`config.mk`:
```
export PLATFORM = sky130hd
export DESIGN_NAME = sse_stream_tokenizer_core
export DESIGN_NICKNAME = d
export VERILOG_FILES = /design/src/hdl/sst_pkg.sv /design/src/hdl/sse_stream_tokenizer_core.sv
export SDC_FILE = /design/constraint.sdc
export NUM_CORES = 1
export LEC_CHECK = 0
export BUFFER_PORTS_ARGS = -buffer_cell sky130_fd_sc_hd__buf_2
export CAP_MARGIN = 20
export CORE_MARGIN = 4
export CORE_UTILIZATION = 66
export DETAILED_ROUTE_END_ITERATION = 16
export HOLD_SLACK_MARGIN = 0.1
export PLACE_DENSITY_LB_ADDON = 0.08
export SYNTH_ARGS = -nofsm -noshare
export SYNTH_HDL_FRONTEND = slang
export SYNTH_SLANG_ARGS = --single-unit
```
`constraint.sdc`:
```
create_clock -name i_clk -period 12.6 [get_ports i_clk]
set_clock_uncertainty 0.1 [all_clocks]
set_input_delay 2.52 -clock i_clk [delete_from_list [all_inputs] [get_ports i_clk]]
set_output_delay 2.52 -clock i_clk [all_outputs]
set_load 0.02 [all_outputs]
```
`src/hdl/sst_pkg.sv`:
```
// ----------------------------------------------------------------------------
// sst_pkg
// Types, constants and per-byte step functions of the event-stream tokenizer.
// ----------------------------------------------------------------------------
package sst_pkg;

    localparam logic [7:0] CH_CR    = 8'h0d;
    localparam logic [7:0] CH_LF    = 8'h0a;
    localparam logic [7:0] CH_COLON = 8'h3a;
    localparam logic [7:0] CH_SPACE = 8'h20;

    localparam logic [7:0] EVENT_TXT [8] = '{8'h65, 8'h76, 8'h65, 8'h6e, 8'h74,
                                             8'h00, 8'h00, 8'h00};
    localparam logic [7:0] DATA_TXT  [8] = '{8'h64, 8'h61, 8'h74, 8'h61, 8'h00,
                                             8'h00, 8'h00, 8'h00};
    localparam logic [7:0] ID_TXT    [8] = '{8'h69, 8'h64, 8'h00, 8'h00, 8'h00,
                                             8'h00, 8'h00, 8'h00};
    localparam logic [2:0] EVENT_LEN = 3'd5;
    localparam logic [2:0] DATA_LEN  = 3'd4;
    localparam logic [2:0] ID_LEN    = 3'd2;
    localparam logic [2:0] NPOS_MAX  = 3'd7;

    typedef enum logic [2:0] {
        PH_START   = 3'd0,
        PH_NAME    = 3'd1,
        PH_COMMENT = 3'd2,
        PH_VFIRST  = 3'd3,
        PH_VALUE   = 3'd4
    } t_phase;

    typedef enum logic [1:0] {
        FC_IGNORE = 2'd0,
        FC_EVENT  = 2'd1,
        FC_DATA   = 2'd2,
        FC_ID     = 2'd3
    } t_field;

    typedef enum logic [3:0] {
        K_DATA     = 4'd0,
        K_NCLR     = 4'd1,
        K_NBYTE    = 4'd2,
        K_ICLR     = 4'd3,
        K_IBYTE    = 4'd4,
        K_ICOMMIT  = 4'd5,
        K_IDISCARD = 4'd6,
        K_DISPATCH = 4'd7,
        K_DROP     = 4'd8
    } t_kind;

    typedef struct packed {
        t_phase     phase;
        logic [2:0] npos;
        logic [2:0] cand;      // bit0 event, bit1 data, bit2 id
        t_field     fcode;
        logic       held_cr;
        logic       has_data;
        logic       named;
        logic       id_nul;
    } t_state;

    typedef struct packed {
        t_kind      kind;
        logic [7:0] value;
        logic       named;
    } t_token;

    typedef struct packed {
        t_token tok;
        logic   last;
    } t_entry;

    typedef struct packed {
        t_state     st;
        logic [1:0] cnt;
        t_token     tok0;
        t_token     tok1;
    } t_step;

    localparam t_state STATE_RESET = '{
        phase: PH_START, npos: 3'd0, cand: 3'b111, fcode: FC_IGNORE,
        held_cr: 1'b0, has_data: 1'b0, named: 1'b0, id_nul: 1'b0
    };

    function automatic t_step f_emit(t_step s, t_kind k, logic [7:0] v, logic nm);
        t_token t;
        t = '{kind: k, value: v, named: nm};
        if (s.cnt == 2'd0) begin
            s.tok0 = t;
            s.cnt  = 2'd1;
        end else if (s.cnt == 2'd1) begin
            s.tok1 = t;
            s.cnt  = 2'd2;
        end
        return s;
    endfunction

    function automatic t_step f_name_byte(t_step s, logic [7:0] b);
        if (!(s.st.npos < EVENT_LEN && b == EVENT_TXT[s.st.npos])) s.st.cand[0] = 1'b0;
        if (!(s.st.npos < DATA_LEN && b == DATA_TXT[s.st.npos]))   s.st.cand[1] = 1'b0;
        if (!(s.st.npos < ID_LEN && b == ID_TXT[s.st.npos]))       s.st.cand[2] = 1'b0;
        if (s.st.npos < NPOS_MAX) s.st.npos = s.st.npos + 3'd1;
        return s;
    endfunction

    function automatic t_step f_open_field(t_step s);
        s.st.fcode = FC_IGNORE;
        if (s.st.cand[0] && s.st.npos == EVENT_LEN) s.st.fcode = FC_EVENT;
        if (s.st.cand[1] && s.st.npos == DATA_LEN)  s.st.fcode = FC_DATA;
        if (s.st.cand[2] && s.st.npos == ID_LEN)    s.st.fcode = FC_ID;
        unique case (s.st.fcode)
            FC_EVENT: begin
                s = f_emit(s, K_NCLR, 8'd0, 1'b0);
                s.st.named = 1'b0;
            end
            FC_DATA: begin
                // separator before every data line but the first
                if (s.st.has_data) s = f_emit(s, K_DATA, CH_LF, 1'b0);
                s.st.has_data = 1'b1;
            end
            FC_ID: begin
                s = f_emit(s, K_ICLR, 8'd0, 1'b0);
                s.st.id_nul = 1'b0;
            end
            default: ;
        endcase
        return s;
    endfunction

    function automatic t_step f_close_field(t_step s);
        if (s.st.fcode == FC_ID) begin
            if (s.st.id_nul) s = f_emit(s, K_IDISCARD, 8'd0, 1'b0);
            else             s = f_emit(s, K_ICOMMIT, 8'd0, 1'b0);
        end
        return s;
    endfunction

    function automatic t_step f_value_byte(t_step s, logic [7:0] b);
        unique case (s.st.fcode)
            FC_EVENT: begin
                s = f_emit(s, K_NBYTE, b, 1'b0);
                s.st.named = 1'b1;
            end
            FC_DATA: s = f_emit(s, K_DATA, b, 1'b0);
            FC_ID: begin
                s = f_emit(s, K_IBYTE, b, 1'b0);
                if (b == 8'd0) s.st.id_nul = 1'b1;
            end
            default: ;
        endcase
        return s;
    endfunction

    function automatic t_step f_content(t_step s, logic [7:0] b);
        unique case (s.st.phase)
            PH_START: begin
                if (b == CH_COLON) begin
                    s.st.phase = PH_COMMENT;
                end else begin
                    s.st.phase = PH_NAME;
                    s = f_name_byte(s, b);
                end
            end
            PH_NAME: begin
                if (b == CH_COLON) begin
                    s = f_open_field(s);
                    s.st.phase = PH_VFIRST;
                end else begin
                    s = f_name_byte(s, b);
                end
            end
            PH_VFIRST: begin
                s.st.phase = PH_VALUE;
                if (b != CH_SPACE) s = f_value_byte(s, b);
            end
            PH_VALUE: s = f_value_byte(s, b);
            default: ;
        endcase
        return s;
    endfunction

    function automatic t_step f_line_end(t_step s);
        if (s.st.phase == PH_START) begin
            if (s.st.has_data) s = f_emit(s, K_DISPATCH, 8'd0, s.st.named);
            else               s = f_emit(s, K_DROP, 8'd0, 1'b0);
            s.st.has_data = 1'b0;
            s.st.named    = 1'b0;
        end else if (s.st.phase == PH_NAME) begin
            s = f_open_field(s);
            s = f_close_field(s);
        end else if (s.st.phase == PH_VFIRST || s.st.phase == PH_VALUE) begin
            s = f_close_field(s);
        end
        s.st.phase = PH_START;
        s.st.npos  = 3'd0;
        s.st.cand  = 3'b111;
        s.st.fcode = FC_IGNORE;
        return s;
    endfunction

    // One raw byte: a CR is held until the next byte shows whether it ends a line.
    function automatic t_step f_step(t_state st, logic [7:0] b);
        t_step s;
        s    = '0;
        s.st = st;
        if (st.held_cr) begin
            s.st.held_cr = 1'b0;
            if (b == CH_LF) begin
                s = f_line_end(s);
            end else begin
                s = f_content(s, CH_CR);
                if (b == CH_CR) s.st.held_cr = 1'b1;
                else            s = f_content(s, b);
            end
        end else if (b == CH_CR) begin
            s.st.held_cr = 1'b1;
        end else if (b == CH_LF) begin
            s = f_line_end(s);
        end else begin
            s = f_content(s, b);
        end
        return s;
    endfunction

endpackage

```
`src/hdl/sse_stream_tokenizer_core.sv`:
```
// Output: the tokens of a byte are written to the token queue as the byte is accepted.
// Throughput: one byte per cycle while each byte yields at most one token and the output
// is not stalled; the single token output port drains a 4-entry token queue, so bytes
// yielding two tokens (held CR, id open/close) slow intake to the output rate.
// Reset: synchronous, active low; clears parser state and empties the token queue.
// ----------------------------------------------------------------------------
// sse_stream_tokenizer_core
// Event-stream tokenizer: one raw byte in per request, zero to two tokens out.
// ----------------------------------------------------------------------------
module sse_stream_tokenizer_core (
    input  logic       i_clk,
    input  logic       i_rst_n,
    input  logic       i_in_valid,
    output logic       o_in_stall,
    input  logic [7:0] i_stream_byte,
    output logic       o_out_valid,
    input  logic       i_out_stall,
    output logic [3:0] o_kind,
    output logic [7:0] o_value_byte,
    output logic       o_named,
    output logic       o_last
);
    import sst_pkg::*;

    t_state     r_state;
    t_entry     r_fifo [4];
    logic [1:0] r_wr_ptr;
    logic [1:0] r_rd_ptr;
    logic [2:0] r_count;
    logic [2:0] n_count;

    t_step  step_res;
    t_entry ent0;
    t_entry ent1;
    logic   in_acc;
    logic   out_acc;

    assign o_in_stall  = r_count > 3'd2;   // room for two tokens needed
    assign o_out_valid = r_count != 3'd0;
    assign in_acc      = i_in_valid && !o_in_stall;
    assign out_acc     = o_out_valid && !i_out_stall;

    always_comb begin
        step_res  = f_step(r_state, i_stream_byte);
        ent0.tok  = step_res.tok0;
        ent0.last = step_res.cnt == 2'd1;
        ent1.tok  = step_res.tok1;
        ent1.last = 1'b1;
        n_count   = r_count + (in_acc ? {1'b0, step_res.cnt} : 3'd0)
                  - (out_acc ? 3'd1 : 3'd0);
    end

    always_ff @(posedge i_clk) begin
        if (!i_rst_n) begin
            r_state  <= STATE_RESET;
            r_wr_ptr <= 2'd0;
            r_rd_ptr <= 2'd0;
            r_count  <= 3'd0;
        end else begin
            if (in_acc) begin
                r_state  <= step_res.st;
                r_wr_ptr <= r_wr_ptr + step_res.cnt;
            end
            if (out_acc) r_rd_ptr <= r_rd_ptr + 2'd1;
            r_count <= n_count;
        end
    end

    always_ff @(posedge i_clk) begin
        if (in_acc) begin
            if (step_res.cnt != 2'd0) r_fifo[r_wr_ptr] <= ent0;
            if (step_res.cnt == 2'd2) r_fifo[r_wr_ptr + 2'd1] <= ent1;
        end
    end

    assign o_kind       = r_fifo[r_rd_ptr].tok.kind;
    assign o_value_byte = r_fifo[r_rd_ptr].tok.value;
    assign o_named      = r_fifo[r_rd_ptr].tok.named;
    assign o_last       = r_fifo[r_rd_ptr].last;

endmodule

```
==> qor.csv, run 1 <==
stage,metric,value,unit
status,run status,"finished, final reports clean",
die,Boundary Pins,28,
logic_synthesis,Post-Syn Area,0.00503,mm²
drt,WL met1,5280,µm
die,core area,0.00733,mm²
global_routing,global-route wire length before repair,21500,µm
placed_design,Final GP Congestion,0.975,
sta,Final period util,43.0,%
layout,area grow syn2layout,6.07,%
clocking,Root Driver,clkbuf_8,
pwr,Leakage,1.82,nW
pwr,PwrDens,140,mW/mm²
layout,FF+latch area,0.00204,mm²
pwr,P_int,479,µW
sta,"Setup violations, final",0,
clocking,Max Buffers Root-to-Sink,2,
clocking,CTS Sinks,80,
drt,met3 WL,1300,µm
pwr,Total Power,744,µW
global_routing,GRT Util Overall,31.2,%
drt,DRC Markers,0,
logic_synthesis,synth warn,0,
layout,"most common cell after layout, fill and taps aside",nand2_1,
logic_synthesis,sequential fraction of the synthesis area,40.6,%
worst_setup_path,worst-path fanout max,12,
logic_synthesis,Synth Flop Type,edfxtp_1,
logic_synthesis,Post-synth EDFFs,44,
placed_design,IO buf count,27,
clocking,cts-stage hold buffer count,0,
clocking,post-CTS setup buffer count,0,
global_routing,number of antenna violations at the first check in global routing,0,
clocking,clk_lat worst skew,0.36,ns
logic_synthesis,count of cell types in the netlist,73,
sta,Max Freq,0.184,GHz
logic_synthesis,Mapped Cells,532,
worst_setup_path,worst path buffer plus inverter count,2,
layout,total of fill cells in the finished design,525,
clocking,clk slew on worst S/H paths,0.10,ns
hold_path,Worst Hold Class,reg -> reg,
layout,Final Net Count,559,
layout,multi-input logic area,0.00274,mm²
layout,"commonest non-fill, non-tap cells in the layout","nand2_1 (51), edfxtp_1 (44), dfxtp_1 (36)",
drt,DRT Pass-1 Iters,6,
layout,share of layout cells above drive strength 1,15.1,%
drt,Top Metal Used,met4,
sta,Slew headroom,36.7,%
die,Initial Utilization,68.6,%
die,die area,0.00908,mm²
logic_synthesis,Post-Syn Nets,558,
worst_setup_path,CP Class,in -> reg,
global_routing,vias in the first global route,4126,
clocking,# H-tree levels,3,
drt,1st-iter DRT viols,482,
sta,setup_tns,0,ns
worst_setup_path,Critical Path RT,12.50,ns
sta,RSZ-0062 raised after global routing,no,
pwr,Flop pwr share,43.0,%
placed_design,Placed Cells,621,
drt,via/cell ratio,7.03,
sta,Hold WS,0.373,ns
worst_setup_path,Critical Path Slowest Stage Cell,or4_1,
worst_setup_path,crit path DAT,5.33,ns
die,die width,95.3,µm
drt,DR WL/cell,21.2,µm
pwr,Sw Pwr,266,µW
worst_setup_path,Worst path top cell family by delay,simple AND/OR/NAND/NOR gates,
sta,worst-margin pin slew,0.948,ns
run,max-cap violations,0,
clocking,# resized after CTS,0,
global_routing,largest net degree at the start of global routing,32,
drt,total wire length,13500,µm
clocking,CTS tree,yes,
worst_setup_path,Worst Setup Start Kind,input pin,
pwr,switching share of power,35.7,%
layout,Ant. Diodes,0,
logic_synthesis,syn_area_per_cell,9.46,µm²
layout,Layout Utilization,72.8,%
global_routing,GRT overflow,0,
pwr,Comb power frac,30.8,%
layout,"non-filler cells, final",637,
die,height of the chip,95.3,µm
sta,final max-slew violation count,0,
placed_design,hpwl dp,9800,µm
worst_setup_path,crit-path cells,buf_2 > or4_1 > nor2_2 > a211oi_1 > a21oi_4 > inv_2 > or3_1 > nand2_1,
logic_synthesis,Post-synth ARST share,0,%
clocking,total CTS buffers,9,
sta,clock period minus final worst setup slack,5.42,ns
sta,final hold vios,0,
drt,vias after detailed routing,4480,
logic_synthesis,Yosys reg bits,80,
pwr,clock share of power,26.3,%
drt,met2 WL post-DR,6470,µm
pwr,peak supply drop,0.000193,V
worst_setup_path,slowest cell delay on critical path,0.66,ns
die,Rows,31,
worst_setup_path,Critical Path End Type,flip-flop,
drt,"antenna viol nets, final",0,
## synth_stat cells (3+ instances only)
library cell / count / share of area (%)
clkbuf_1: 25 / 1.9
nand2b_1: 6 / 0.75
buf_2: 10 / 0.99
and2_1: 11 / 1.4
nor3_1: 9 / 0.90
xnor2_1: 6 / 1.0
or3_1: 7 / 0.87
inv_2: 6 / 0.45
nand3b_1: 3 / 0.45
o21ai_0: 20 / 2.0
dfxtp_1: 36 / 14
edfxtp_1: 44 / 26
mux4_2: 14 / 6.3
o21a_1: 3 / 0.45
a31oi_1: 10 / 1.2
xor2_1: 4 / 0.70
a211o_1: 6 / 1.0
and3_1: 3 / 0.37
o31ai_1: 5 / 0.75
nand4_1: 6 / 0.75
nand2_1: 51 / 3.8
nor2b_1: 23 / 2.9
ha_1: 13 / 3.2
a2bb2oi_1: 3 / 0.52
a21boi_0: 6 / 0.90
nor4_1: 3 / 0.37
or2_2: 3 / 0.37
o211ai_1: 11 / 1.6
a211oi_1: 7 / 1.0
a22oi_1: 3 / 0.45
nor2_1: 30 / 2.2
o22ai_1: 33 / 4.1
o21ai_1: 3 / 0.30
inv_1: 16 / 1.2
a21oi_1: 28 / 2.8
nand3_1: 11 / 1.1
mux2i_1: 6 / 1.2
## power by group through the flow
stage	clock network (mW)	logic [mW]	registers, mW
after global placement	0	0.225	0.325
after detailed placement	0	0.229	0.325
after global routing	0.209	0.251	0.324
final	0.196	0.229	0.320
after CTS	0.195	0.230	0.320
after floorplan	0	0.198	0.299
## sequential cells by signal (all words and copies together) (netlist names), named ones only
signal / flops
r_rd_ptr: 2
r_count: 3
r_wr_ptr: 2
r_fifo: 56
r_state: 15
## final cells by class
cell class | count | share of cell area (%)
Tap cell | 99 | 2.32
Clock buffer | 10 | 2.79
Clock inverter | 6 | 0.985
Sequential cell | 80 | 38.3
Multi-Input combinational cell | 392 | 51.4
Timing Repair Buffer | 28 | 2.67
Inverter | 22 | 1.55
## per-layer routing
metal	vias up	track usage, %
li1	2015	-
met1	2082	40.6
met2	325	50.5
met3	58	6.79
met4	0	12.9
met5	-	0
## cells by family after synthesis
family / share of synthesized area (%)
buf+inv: 4.87
compound gates: 21.6
mux: 7.68
xor+xnor: 1.74
flops: 40.6
fa+ha+maj: 3.63
simple gates: 19.9
## path summary, 6_finish.rpt
kind | from | end | slack [ns] | depth (start not counted)
worst min-delay path | r_fifo[3][1] | r_fifo[3][1] | 0.37 | 2
worst max-delay path | i_stream_byte[4] | r_fifo[3][4] | 7.18 | 8
worst min register to register | r_fifo[3][1] | r_fifo[3][1] | 0.37 | 2
worst max register to register | r_state[9] | r_count[2] | 8.13 | 19
## worst reg2reg max path, delay by kind of cell, from the launching register on
kind            cells  cell delay [ns]
buf+inv             4             0.29
simple gates        4             0.67
compound gates      4             1.07
fa+ha+maj           5             1.39
flops               1             0.58
xor+xnor            2             0.28
## stage by stage
stage / cell area [µm²] / setup WS (ns)
final: 5340 / 7.18
after global routing: 5340 / 7.10
after CTS: 5340 / 7.26
after detailed placement: 5130 / 6.87
after global placement: 5130 / 6.97
after floorplan: 5030 / 7.30
No activity file was read; power rests on OpenSTA's default activity.
==> inputs of run 2 (changes only) <==
--- a/config.mk
+++ b/config.mk
@@ -8,7 +8,7 @@
 export BUFFER_PORTS_ARGS = -buffer_cell sky130_fd_sc_hd__buf_2
 export CAP_MARGIN = 20
 export CORE_MARGIN = 4
-export CORE_UTILIZATION = 66
+export CORE_UTILIZATION = 62
 export DETAILED_ROUTE_END_ITERATION = 16
 export HOLD_SLACK_MARGIN = 0.1
 export PLACE_DENSITY_LB_ADDON = 0.08
==> constraint.sdc (replaced) <==
create_clock -name i_clk -period 5.4 [get_ports i_clk]
set_clock_uncertainty 0.1 [all_clocks]
set_input_delay 1.08 -clock i_clk [delete_from_list [all_inputs] [get_ports i_clk]]
set_output_delay 1.08 -clock i_clk [all_outputs]
set_load 0.02 [all_outputs]
==> run 2 against run 1 <==
  * Worst setup slack worse by 6.2 ns
  * Sequential share of layout area about the same
  * Die area up 5.9%
  * Hold slack about the same
  * Clock power up 120%
  * Non-clock buffer count up 1
  * First-iteration DRC count up 0.62%
  * Combinational power up 140%
  * Critical endpoint is now r_count[2]
  * Clock-buffer cell count unchanged
  * Total power up 130%
  * Sequential cell count unchanged
==> qor.csv, run 2 (synthesized netlist as in run 1, its figures left out) <==
stage,metric,value,unit
pwr,Flop pwr share,43.1,%
layout,share of layout cells above drive strength 1,15.2,%
sta,clock period minus final worst setup slack,4.44,ns
die,Rows,32,
die,Boundary Pins,28,
pwr,Comb power frac,32.0,%
status,run status,"finished, final reports clean",
drt,DRT Pass-1 Iters,6,
sta,Max Freq,0.225,GHz
worst_setup_path,slowest cell delay on critical path,0.56,ns
drt,"antenna viol nets, final",0,
sta,Final period util,82.2,%
global_routing,largest net degree at the start of global routing,32,
drt,via/cell ratio,7.02,
clocking,clk_lat worst skew,0.37,ns
layout,area grow syn2layout,5.99,%
die,Initial Utilization,64.4,%
drt,total wire length,14300,µm
pwr,P_int,1.10,mW
drt,vias after detailed routing,4499,
sta,setup_tns,0,ns
sta,final hold vios,0,
pwr,Sw Pwr,629,µW
layout,number of flip-flops in the largest register,56,
layout,"commonest non-fill, non-tap cells in the layout","nand2_1 (51), edfxtp_1 (44), dfxtp_1 (36)",
clocking,Root Driver,clkbuf_8,
sta,worst-margin pin slew,0.956,ns
sta,final max-slew violation count,0,
die,die area,0.00962,mm²
die,die width,98.1,µm
die,height of the chip,98.1,µm
clocking,Max Buffers Root-to-Sink,2,
global_routing,vias in the first global route,4210,
sta,"Setup violations, final",0,
clocking,clk slew on worst S/H paths,0.10,ns
drt,DRC Markers,0,
layout,Layout Utilization,68.3,%
worst_setup_path,Critical Path RT,5.57,ns
sta,Final WS setup,0.959,ns
pwr,clock share of power,25.0,%
clocking,# H-tree levels,3,
worst_setup_path,crit-path cells,inv_1 > ha_1 > and3_1 > o31ai_1 > ha_1 > nand2_1 > a211oi_2 > a221oi_1 > a21oi_4 > nor2_1 > inv_1 > ha_1 > inv_1 > ha_1 > inv_1 > fa_1 > xor2_1 > xnor2_1 > and2_1,
sta,Slew headroom,36.1,%
layout,"most common cell after layout, fill and taps aside",nand2_1,
layout,top flop regs,"r_fifo (56), r_state (15), r_count (3)",
clocking,cts-stage hold buffer count,0,
placed_design,IO buf count,27,
global_routing,global-route wire length before repair,22700,µm
layout,total of fill cells in the finished design,634,
pwr,PwrDens,325,mW/mm²
global_routing,GRT Util Overall,30.0,%
placed_design,hpwl dp,10500,µm
global_routing,GRT overflow,0,
clocking,total CTS buffers,9,
hold_path,Worst Hold Class,reg -> reg,
placed_design,Final GP Congestion,0.932,
sta,RSZ-0062 raised after global routing,no,
placed_design,pre-CTS WS,1.03,ns
worst_setup_path,crit path DAT,4.61,ns
global_routing,number of antenna violations at the first check in global routing,0,
worst_setup_path,Worst Setup Start Kind,flip-flop,
worst_setup_path,CP Class,reg -> reg,
clocking,post-CTS setup buffer count,0,
run,max-cap violations,0,
clocking,CTS tree,yes,
die,core area,0.00781,mm²
layout,Top reg by flops,r_fifo,
placed_design,Placed Cells,625,
drt,DR WL/cell,22.3,µm
pwr,peak supply drop,0.000280,V
worst_setup_path,Critical Path Slowest Stage Cell,dfxtp_1,
layout,Ant. Diodes,0,
layout,FF+latch area,0.00204,mm²
clocking,# resized after CTS,0,
layout,multi-input logic area,0.00274,mm²
pwr,Leakage,1.81,nW
layout,Final Net Count,560,
worst_setup_path,Critical Path End Type,flip-flop,
clocking,CTS Sinks,80,
drt,1st-iter DRT viols,485,
worst_setup_path,worst-path fanout max,11,
pwr,switching share of power,36.3,%
layout,"non-filler cells, final",641,
==> run 2: cell count changes in the layout (fill, tap and decap cells not counted), sizes merged <==
cell and delta:
inv -1, clkinvlp +1, buf +1
==> run 2: power groups by stage <==
stage / Combinational (mW) / Clock, mW / Sequential (mW)
after floorplan: 0.461 / 0 / 0.699
final: 0.553 / 0.432 / 0.745
after detailed placement: 0.550 / 0 / 0.759
after global routing: 0.601 / 0.457 / 0.755
after global placement: 0.532 / 0 / 0.757
after CTS: 0.552 / 0.425 / 0.745
==> run 2: metrics by stage <==
stage               total power, mW  cell area (µm²)  hold slack, ns
CTS                            1.72             5330           0.373
finish                         1.73             5330           0.373
floorplan                      1.16             5030           0.335
global placement               1.29             5150           0.354
detailed placement             1.31             5150           0.361
global route                   1.81             5330           0.401
==> run 2: worst max-delay path, delay by kind of cell (launching register included) <==
kind,cells,cell delay [ns]
fa+ha+maj,5,1.39
compound gates,4,1.10
simple gates,4,0.62
flops,1,0.56
xor+xnor,2,0.29
buf+inv,4,0.29
==> run 2: per-layer routing <==
layer  GRT usage [%]  vias up  share of wire, %
met5               0        -                 0
met4            8.73        0               2.3
met3            4.86       41                10
met2            49.7      314                47
met1            40.7     2129                40
li1                -     2015                 -
==> run 2: final timing paths <==
| path | startpoint | cells past startpoint | to | slack, ns |
|---|---|---|---|---|
| max reg2reg | r_state[10] | 19 | r_count[2] | 0.96 |
| max | r_state[10] | 19 | r_count[2] | 0.96 |
| min | r_fifo[1][13] | 2 | r_fifo[1][13] | 0.37 |
| min reg2reg | r_fifo[1][13] | 2 | r_fifo[1][13] | 0.37 |
==> run 2: cell type report <==
| type | count | share of cell area (%) |
|---|---|---|
| tap | 102 | 2.39 |
| timing repair buffer | 29 | 2.82 |
| clock inverter | 6 | 0.915 |
| sequential | 80 | 38.3 |
| multi-input combinational | 392 | 51.5 |
| clock buffer | 10 | 2.58 |
| inverter | 22 | 1.55 |
==> inputs of run 3 (changes only) <==
--- a/config.mk
+++ b/config.mk
@@ -5,6 +5,7 @@
 export SDC_FILE = /design/constraint.sdc
 export NUM_CORES = 1
 export LEC_CHECK = 0
+export ABC_AREA = 1
 export BUFFER_PORTS_ARGS = -buffer_cell sky130_fd_sc_hd__buf_2
 export CAP_MARGIN = 20
 export CORE_MARGIN = 4
==> constraint.sdc (replaced) <==
create_clock -name i_clk -period 4.6 [get_ports i_clk]
set_clock_uncertainty 0.1 [all_clocks]
set_input_delay 0.92 -clock i_clk [delete_from_list [all_inputs] [get_ports i_clk]]
set_output_delay 0.92 -clock i_clk [all_outputs]
set_load 0.02 [all_outputs]
==> run 3 against run 2 <==
  * Critical path depth fell by 7
  * Maximum frequency up 23%
  * Largest power group is now combinational cells
  * Critical path type unchanged
  * First-iteration DRC count decreased by 9.7%
  * Cell count is 32% higher
==> qor.csv, run 3 <==
stage,metric,value,unit
status,run status,"finished, final reports clean",
logic_synthesis,syn_area_per_cell,7.49,µm²
die,die width,101,µm
sta,clock period minus final worst setup slack,3.60,ns
clocking,cts-stage hold buffer count,0,
clocking,post-CTS setup buffer count,0,
sta,setup_tns,0,ns
clocking,Max Buffers Root-to-Sink,2,
drt,total wire length,15400,µm
layout,"Design Area, Final",0.00575,mm²
layout,Top reg by flops,r_fifo,
worst_setup_path,CP Class,reg -> reg,
clocking,clk_lat worst skew,0.35,ns
sta,Final period util,78.2,%
logic_synthesis,"area leader, netlist",edfxtp_1,
clocking,CTS Sinks,80,
logic_synthesis,Mapped Cells,721,
drt,DR WL/cell,18.2,µm
sta,final max-slew violation count,0,
clocking,clk slew on worst S/H paths,0.09,ns
logic_synthesis,Synth top area share,24.5,%
sta,RSZ-0062 raised after global routing,no,
die,core area,0.00834,mm²
logic_synthesis,Yosys reg bits,80,
drt,1st-iter DRT viols,438,
worst_setup_path,Critical Path End Type,flip-flop,
pwr,peak supply drop,0.000346,V
clocking,Root Driver,clkbuf_8,
layout,number of flip-flops in the largest register,56,
global_routing,GRT Util Overall,30.8,%
worst_setup_path,Critical Path RT,4.49,ns
global_routing,vias in the first global route,5067,
hold_path,HP Start,r_rd_ptr[1],
worst_setup_path,r2r setup slk,1.00,ns
worst_setup_path,reg-to-reg endpoint,r_fifo[2][11],
worst_setup_path,crit-path most repeated cell,nand2_1,
clocking,total CTS buffers,9,
hold_path,hold-critical path depth,2,
placed_design,DP Area,0.00553,mm²
worst_setup_path,R2R Path Start,r_state[9],
sta,"Setup violations, final",0,
worst_setup_path,worst path buffer plus inverter count,2,
die,Initial Utilization,64.8,%
drt,DRC Markers,0,
layout,area grow syn2layout,6.37,%
die,height of the chip,101,µm
die,die area,0.0103,mm²
layout,Final Net Count,761,
sta,worst-margin pin slew,0.804,ns
logic_synthesis,count of cell types in the netlist,47,
die,Boundary Pins,28,
worst_setup_path,Worst Setup Start Kind,flip-flop,
global_routing,global-route wire length before repair,25100,µm
logic_synthesis,"count leader, synth",nand2_1,
logic_synthesis,Post-synth EDFFs,44,
worst_setup_path,slowest cell delay on critical path,0.51,ns
layout,"commonest non-fill, non-tap cells in the layout","nand2_1 (118), nor2_1 (86), o21ai_0 (77)",
layout,share of layout cells above drive strength 1,12.7,%
logic_synthesis,Post-synth top cells,"nand2_1 (118), nor2_1 (86), o21ai_0 (77)",
sta,final hold vios,0,
clocking,# H-tree levels,3,
clocking,CTS tree,yes,
run,max-cap violations,0,
hold_path,Worst Hold Class,reg -> reg,
placed_design,IO buf count,27,
logic_synthesis,Post-synth ARST share,0,%
logic_synthesis,Post-Syn Nets,747,
global_routing,number of antenna violations at the first check in global routing,0,
logic_synthesis,Post-Syn Area,0.00540,mm²
layout,"most common cell after layout, fill and taps aside",nand2_1,
logic_synthesis,sequential fraction of the synthesis area,37.8,%
placed_design,Final GP Congestion,1.08,
pwr,PwrDens,512,mW/mm²
layout,top flop regs,"r_fifo (56), r_state (15), r_count (3)",
worst_setup_path,Worst path top cell family by delay,simple AND/OR/NAND/NOR gates,
global_routing,largest net degree at the start of global routing,30,
logic_synthesis,Synth Flop Type,edfxtp_1,
die,Rows,33,
drt,DRT Pass-1 Iters,10,
worst_setup_path,crit-path cells,inv_1 > ha_1 > nand3_1 > nand2_1 > nand3_1 > inv_1 > ha_1 > o211ai_2 > nand3_4 > nand2_4 > nand2_1 > nand2_1,
pwr,Leakage,2.45,nW
layout,Ant. Diodes,0,
drt,"antenna viol nets, final",0,
clocking,# resized after CTS,0,
sta,Slew headroom,46.2,%
layout,Layout Utilization,68.9,%
worst_setup_path,crit path DAT,3.49,ns
logic_synthesis,Synth area leaders,"edfxtp_1 (24%), dfxtp_1 (13%), nand2_1 (8.2%)",
worst_setup_path,worst-path fanout max,27,
drt,via/cell ratio,6.33,
worst_setup_path,R2R cell count,12,
global_routing,GRT overflow,0,
drt,vias after detailed routing,5350,
sta,Max Freq,0.278,GHz
placed_design,hpwl dp,11500,µm
worst_setup_path,Critical Path Slowest Stage Cell,dfxtp_1,
logic_synthesis,synth warn,0,
## run 3: cell types whose count changed after synthesis, sizes merged, moves of 9 or more
cell    delta
nor2      +65
a21oi     +11
o21ai     +64
mux4      -14
o22ai     +11
nor2b     -23
nand3     +56
a31oi      -9
and2      -12
inv       +62
nand2     +80
clkbuf    -15
## run 3: area by class of cell
type | instances | area, µm²
inverter | 86 | 333
timing repair buffer | 28 | 143
fill | 694 | 2590
clock inverter | 4 | 33.8
multi-input combinational | 530 | 2890
clock buffer | 12 | 178
tap | 105 | 131
sequential | 80 | 2040
## run 3: per-stage QoR
stage,hold slack [ns],setup WS (ns),power [mW],cells
after floorplan,0.324,1.42,2.02,721
after global placement,0.354,0.977,2.36,829
after detailed placement,0.355,0.910,2.38,829
after CTS,0.370,1.06,2.91,845
after global routing,0.390,0.715,3.17,845
final,0.363,1.00,2.94,845
## run 3: power by group
part | switching (mW) | internal [mW] | total, mW
Sequential | 0.111 | 0.838 | 0.948
Combinational | 0.990 | 0.462 | 1.45
Clock | 0.275 | 0.266 | 0.541
## run 3: worst reg2reg max path, cell delays in order (launching register included)
cell and delay, ns:
dfxtp_1 0.51, inv_1 0.15, ha_1 0.28, nand3_1 0.16, nand2_1 0.12, nand3_1 0.11
inv_1 0.05, ha_1 0.28, o211ai_2 0.30, nand3_4 0.13, nand2_4 0.24, nand2_1 0.33
nand2_1 0.47
## run 3: metal layers
layer	vias up	global-route usage [%]	routed length, µm	share of wire, %
li1	2519	-	-	-
met1	2416	39.5	5930	39
met2	372	52.4	7560	49
met3	43	4.75	1490	9.7
met4	0	11.8	382	2.5
met5	-	0	0	0
## run 3: worst max path at each step
stage | startpoint | endpoint | slack [ns] | cells after the start
floorplan | i_stream_byte[4] | r_count[2] | 1.42 | 18
global placement | i_stream_byte[3] | r_fifo[0][6] | 0.98 | 12
detailed placement | i_stream_byte[3] | r_fifo[2][3] | 0.91 | 13
CTS | r_state[9] | r_fifo[2][3] | 1.06 | 12
global route | r_state[9] | r_fifo[2][3] | 0.72 | 12
finish | r_state[9] | r_fifo[2][11] | 1.00 | 12
## run 3: logic make-up after synthesis
logic type,count (synthesis),share of synthesized area (%)
AO/OA/AOI/OAI,193,21.0
XOR/XNOR,5,0.811
adder cells (fa/ha/maj),14,3.38
buffers and inverters,111,8.78
flip-flops,80,37.8
AND/OR/NAND/NOR,318,28.2
